<file path="config.mk">
export PLATFORM = sky130hd
export DESIGN_NAME = pgcs_addr_gen
export DESIGN_NICKNAME = d
export VERILOG_FILES = /design/src/pgcs_pkg.sv /design/src/pgcs_addr_gen.sv
export SDC_FILE = /design/constraint.sdc
export NUM_CORES = 1
export LEC_CHECK = 0
export CAP_MARGIN = 25
export CORE_MARGIN = 2
export CORE_UTILIZATION = 40
export DETAILED_ROUTE_END_ITERATION = 6
export DONT_BUFFER_PORTS = 1
export SYNTH_ARGS = -nofsm -noshare
export SYNTH_HDL_FRONTEND = slang
export SYNTH_SLANG_ARGS = --single-unit
export TNS_END_PERCENT = 100
</file>
<file path="constraint.sdc">
create_clock -name vclk -period 8.38
set_clock_uncertainty 0.1 [all_clocks]
set_input_delay 1.676 -clock vclk [all_inputs]
set_output_delay 1.676 -clock vclk [all_outputs]
set_load 0.02 [all_outputs]
</file>
<file path="src/pgcs_pkg.sv">
// shared types, constants and sizes for the packed grid cell store
`timescale 1ns / 1ps

package pgcs_pkg;

  localparam int unsigned CELL_BITS      = 2;
  localparam int unsigned STORE_BYTES    = 1024;
  localparam int unsigned CELLS_PER_BYTE = 8 / CELL_BITS;

  localparam int unsigned IDX_W  = 16;
  localparam int unsigned ADDR_W = $clog2(STORE_BYTES);
  localparam int unsigned CNT_W  = $clog2(STORE_BYTES + 1);
  localparam int unsigned OFF_W  = 3;

  localparam logic [7:0]       CELL_MASK = 8'((1 << CELL_BITS) - 1);
  localparam logic [IDX_W:0]   STORE_LIM = (IDX_W + 1)'(STORE_BYTES);

  typedef enum logic [1:0] {
    CMD_READ  = 2'd0,
    CMD_WRITE = 2'd1,
    CMD_CLEAR = 2'd2
  } cmd_t;

  typedef enum logic [1:0] {
    CFG_GRID_WIDTH  = 2'd0,
    CFG_GRID_HEIGHT = 2'd1
  } cfg_idx_t;

  typedef enum logic [1:0] {
    ST_IDLE,
    ST_ACCESS,
    ST_CLEAR
  } state_t;

  typedef struct packed {
    logic [1:0] command;
    logic [7:0] col;
    logic [7:0] row;
    logic [1:0] cell_value;
  } in_word_t;

  typedef struct packed {
    logic [1:0] read_state;
    logic       status;
  } out_word_t;

  typedef struct packed {
    logic [ADDR_W-1:0] byte_addr;
    logic [OFF_W-1:0]  bit_off;
    logic              oob;
    logic [CNT_W-1:0]  clr_cnt;
  } loc_t;

  typedef struct packed {
    logic              rd_en;
    logic [ADDR_W-1:0] rd_addr;
    logic              wr_en;
    logic [ADDR_W-1:0] wr_addr;
    logic [7:0]        wr_data;
  } ram_req_t;

endpackage

</file>
<file path="src/pgcs_addr_gen.sv">
// cell index to byte address, bit offset, bounds flag and clear length
`timescale 1ns / 1ps

module pgcs_addr_gen import pgcs_pkg::*; (
  input  logic [7:0] col,
  input  logic [7:0] row,
  input  logic [7:0] grid_width,
  input  logic [7:0] grid_height,
  output loc_t       loc
);

  logic [IDX_W-1:0] idx;
  logic [IDX_W-1:0] addr_full;
  logic [IDX_W-1:0] cells;
  logic [IDX_W:0]   cells_up;
  logic [IDX_W:0]   cnt_full;

  always_comb begin
    idx       = IDX_W'(row) * IDX_W'(grid_width) + IDX_W'(col);
    addr_full = IDX_W'(idx / CELLS_PER_BYTE);
    cells     = IDX_W'(grid_width) * IDX_W'(grid_height);
    cells_up  = {1'b0, cells} + (IDX_W + 1)'(CELLS_PER_BYTE - 1);
    cnt_full  = (IDX_W + 1)'(cells_up / CELLS_PER_BYTE);

    loc.byte_addr = addr_full[ADDR_W-1:0];
    loc.bit_off   = OFF_W'((idx % CELLS_PER_BYTE) * CELL_BITS);
    loc.oob       = ({1'b0, addr_full} >= STORE_LIM);
    loc.clr_cnt   = (cnt_full > STORE_LIM) ? CNT_W'(STORE_BYTES) : CNT_W'(cnt_full);
  end

endmodule

</file>
==> results of run 1 <==
final cells by class:
| class | instances | area (um^2) |
|---|---|---|
| Fill cell | 1167 | 6590 |
| Multi-Input combinational cell | 429 | 4200 |
| Inverter | 134 | 503 |
| Tap cell | 143 | 179 |
| Timing Repair Buffer | 6 | 45.0 |
Yosys cell counts (all sizes together), types with 2 or more instances:
cell	number
nand4	4
nor4b	3
o21a	4
xnor2	13
nand2b	3
nor3	9
xor2	7
nand3	6
inv	134
o211ai	2
o22ai	2
nor2	18
clkbuf	10
fa	81
a21oi	15
and2	75
o21ai	14
o21bai	4
nand2	64
o41ai	3
nor4	5
and3	3
a21o	3
ha	76
buf	3
a221o	2
a2bb2oi	2
placed cells by master, fill, tap and decap left out, types with 3 or more instances in the layout:
cell | Yosys | layout
nand2b_1 | 3 | 3
nor3_1 | 9 | 9
nand4_1 | 4 | 4
a21oi_1 | 13 | 13
and2_1 | 75 | 75
nor2_1 | 18 | 18
o21bai_1 | 4 | 4
ha_1 | 76 | 76
xor2_1 | 7 | 6
inv_1 | 134 | 134
buf_4 | 1 | 6
nand3_1 | 6 | 6
nor4_1 | 5 | 5
and3_1 | 3 | 3
nand2_1 | 64 | 64
o21a_1 | 4 | 4
a21o_1 | 3 | 3
nor4b_2 | 3 | 3
fa_1 | 81 | 81
o21ai_1 | 6 | 6
xnor2_1 | 13 | 13
o21ai_0 | 6 | 6
where the power goes:
part,internal [mW],switching [mW],total (mW)
clock network,0,0,0
registers,0,0,0
logic,0.457,0.728,1.19
total,0.457,0.728,1.19
final timing paths:
kind,to,slack (ns),cells after the start
hold / removal,loc[13],3.47,1
setup / recovery,loc[5],0.34,15
timing repair:
action / in CTS / in global routing
resized for setup: 0 / 1
endpoints found under the setup margin: 0 / 6
setup buffers: 0 / 0
cells by family (layout without fill, tap and decap cells):
kind of cell | after synthesis | count (layout) | share of synthesized area (%)
AOI/OAI and AO/OA | 57 | 57 | 8.78
muxes | 1 | 1 | 0.210
buffers and inverters | 147 | 140 | 12.0
and+or+nand+nor | 193 | 193 | 21.3
adders and majority gates | 157 | 157 | 54.0
other | 1 | 1 | 0.0787
xor gates and xnor gates | 20 | 20 | 3.68
through the flow:
stage / instances / power, mW / worst slack (ns)
after floorplan: 576 / 1.02 / 0.185
after global placement: 712 / 1.18 / 0.379
after detailed placement: 712 / 1.20 / 0.215
after CTS: 712 / 1.20 / 0.213
after global routing: 712 / 1.34 / 0.130
final: 712 / 1.19 / 0.345
routing by layer:
metal	wire length, um	track usage, %	vias up
li1	-	-	1771
met1	4470	22.2	1790
met2	4080	24.4	70
met3	438	1.29	2
met4	14	0.407	0
met5	0	0	-
==> out/metrics.cfg, run 1 <==
[outcome]
status = complete, but fails checks
violations = DRC

[placed_design]
gp_congestion = 0.829
port_buffers = 0
hpwlAfterDp_um = 7740
placed_area_um2 = 4920

[worst_setup_path]
path_delay_family = adder cells
cp_common_cell = fa_1
worstPathRequired_ns = 6.60
end_kind = output port
critPathMaxStageDelay_ns = 0.60
crit_buf_inv = 2
critPathSlowestCell = nor3_1
critical_path.startpoint_type = primary input
path_cells = and2_1, fa_1, fa_1, fa_1, inv_1, fa_1, inv_1, ha_1, a21oi_1, o22ai_1, a311o_1, o21ai_2, a221o_1, o211ai_2, nor3_1
critical_path_peak_fanout = 11
cp-startpoint = grid_height[7]
critPathKind = in -> out
worstPathArrival_ns = 6.26

[pwr]
ir_drop_mv = 0.153
p_leak_nw = 2.61
power_density_nw_per_um2 = 241

[global_routing]
grt_pass1_wl_um = 16300
antenna_found_initial = 0
grt.total_usage_pct = 14.7
grt-ovfl-total = 0
grt_pass1_vias = 3699
grt_max_degree = 17

[timing]
fmax_ghz = 0.124
setup_viol = 0
tns_ns = 0
period_minus_slack_ns = 8.04
finalHoldViolations = 0
max-slew-margin-rel_pct = 58.1
whs_ns = 3.47
fin_crit_sh_pct = 95.9
tightest_slew_ns = 0.624
rsz0062_at_grt = no
slew_viol_final = 0

[finish]
syn2layout_area_growth_pct = 3.44
final_area_um2 = 4930
seq_area_um2 = 0
final_layout_size_suffix_gt1_share_pct = 3.34
nNetsFinal = 760
clock_buffers = 0
n_sequential_cell = 0
fin_util_pct = 42.8
antennaDiodeCount = 0

[floorplan]
io_pins = 57
die_y_um = 113
core_region_area_um2 = 11500
num_rows = 39
die_area_um2 = 12800
initial_core_util_pct = 41.4
fp.dieW_um = 113

[yosys]
yosys_warnings = 0
synth_top_area_cell = fa_1
yosysSeqAreaShare_pct = 0
synth_top_cell_area_share_pct = 34.1
synth_nets = 765
netlist_area_um2 = 4760
ys_types = 45
syn_avg_cell_area_um2 = 8.27
synth_area_leaders = fa_1, ha_1, inv_1
postSynthCellCount = 576

[drt]
wl_per_cell_um = 12.6
dr.pass1.iters = 6
ant_nets = 0
vias_per_cell = 5.10
drt_iter0_markers = 138
routed_wl_um = 9000
drc = 7
vias = 3633

[worst_hold_path]
hp-class = in -> out
hold_start = col[0]

[run]
max_cap_viol_count = 0

[cts]
cts_hold_buf = 0

No activity file was read; power rests on OpenSTA's default activity.
==> run 2, diff against run 1 <==
- CORE_UTILIZATION: 40 -> 69
- PLACE_DENSITY: unset -> 0.85
==> run 2 against run 1 <==
The flow now finishes without violations. Maximum frequency decreased by 1.3%. Sequential share of layout area unchanged. Via count increased by 3.1%. Final area decreased by 1.6%. Routed wire length increased by 2.5%. Cell count decreased by 9.1%. Global-route usage increased by 12 points. Total power increased by 0.83%. Sequential cell count unchanged. Critical path type unchanged. Largest power group unchanged.
==> out/metrics.cfg, run 2 (synthesis gave the netlist of run 1 again) <==
[outcome]
status = finished, final reports clean

[timing]
finalHoldViolations = 0
tightest_slew_ns = 0.614
fmax_ghz = 0.123
period_minus_slack_ns = 8.14
rsz0062_at_grt = yes
whs_ns = 3.47
setup_viol = 0
tns_ns = 0
max-slew-margin-rel_pct = 58.9
slew_viol_final = 0
fin_crit_sh_pct = 97.1

[pwr]
sw_frac_of_total_pct = 61.8
pwr-share-clk_pct = 0
switching_power_uw = 738
p_int_uw = 457
seqPwrFrac_pct = 0
p_leak_nw = 2.61
power_density_nw_per_um2 = 247
power_frac_comb_pct = 100.0
finalPower_mw = 1.20
ir_drop_mv = 0.197

[drt]
ant_nets = 0
drt_iter0_markers = 173
wl_per_cell_um = 14.3
vias_per_cell = 5.79
dr.pass1.iters = 7
vias = 3744
drc = 0
routed_wl_um = 9220

[finish]
final_cell_mix = inv_1, fa_1, ha_1, and2_1, nand2_1
nNetsFinal = 758
syn2layout_area_growth_pct = 1.79
n_sequential_cell = 0
final_layout_size_suffix_gt1_share_pct = 3.53
antennaDiodeCount = 0
seq_area_um2 = 0
layout_commonest_cell = inv_1
clock_buffers = 0
nFillCells = 524

[worst_setup_path]
path_cells = and2_1, fa_1, fa_1, fa_1, inv_1, fa_1, inv_1, ha_1, a21oi_1, o22ai_1, a311o_1, o21ai_2, a221o_1, o211ai_2, nor4b_2
cp_common_cell = fa_1
worstPathRequired_ns = 6.60
critPathMaxStageDelay_ns = 0.60
worstPathArrival_ns = 6.36
critPathSlowestCell = nor4b_2
critical_path.startpoint_type = primary input
critPathKind = in -> out
end_kind = output port
critical_path_peak_fanout = 11

[placed_design]
gp_congestion = 0.874
hpwlAfterDp_um = 7940
port_buffers = 0

[global_routing]
grt_max_degree = 17
grt.total_usage_pct = 26.5
antenna_found_initial = 0
grt_pass1_vias = 3969
grt_pass1_wl_um = 16600
grt-ovfl-total = 0

[floorplan]
die_y_um = 87.1
fp.dieW_um = 87.1
core_region_area_um2 = 6720
num_rows = 30
initial_core_util_pct = 70.9
die_area_um2 = 7580
io_pins = 57

[cts]
post-cts-setup-buffers = 0
cts_hold_buf = 0

[run]
max_cap_viol_count = 0

[worst_hold_path]
hp-class = in -> out

==> run 2: cell count changes in the layout (fill, tap and decap cells not counted) <==
cell and delta:
nor3_1 -3, buf_4 -2, nor3_2 +3
==> run 2: what timing repair did <==
action,CTS,global route
gates resized for setup,0,4
setup endpoints to repair,0,9
endpoints found under the hold margin,0,0
==> run 2: power by group through the flow <==
stage / sequential (mW) / combinational (mW) / clock (mW)
final: 0 / 1.20 / 0
after global placement: 0 / 1.14 / 0
after CTS: 0 / 1.19 / 0
after detailed placement: 0 / 1.18 / 0
after floorplan: 0 / 1.02 / 0
after global routing: 0 / 1.35 / 0
==> run 2: worst paths after layout <==
check,from,to,slack [ns],depth (start not counted)
max,grid_height[7],loc[0],0.24,15
min,col[0],loc[13],3.47,1
==> run 2: critical path: cells and delay by family <==
family	cells	cell delay (ns)
adders and majority gates	5	2.46
AOI/OAI and AO/OA	6	1.37
and+or+nand+nor	2	0.76
buffers and inverters	2	0.09
==> run 2: area by class of cell <==
type / count / area [um^2] / area share (%)
well taps: 80 / 100 / 2.07
repair buffers: 4 / 30.0 / 0.620
inverters: 134 / 503 / 10.4
multi-input cells: 429 / 4210 / 86.9
==> run 2: layer usage <==
| layer | routed length [um] | global-route usage (%) | vias up |
|---|---|---|---|
| met5 | 0 | 0 | - |
| met2 | 4790 | 49.1 | 132 |
| li1 | - | - | 1772 |
| met1 | 3750 | 35.1 | 1832 |
| met3 | 632 | 2.18 | 8 |
| met4 | 53 | 1.99 | 0 |
==> run 2: stage by stage <==
step	std cells	instance area [um^2]	setup slack [ns]	utilization (%)
floorplan	576	4760	0.185	-
global placement	647	4820	0.410	71.8
detailed placement	647	4820	0.165	71.8
CTS	647	4820	0.171	71.8
global route	647	4850	-0.0169	72.1
finish	647	4850	0.242	72.1
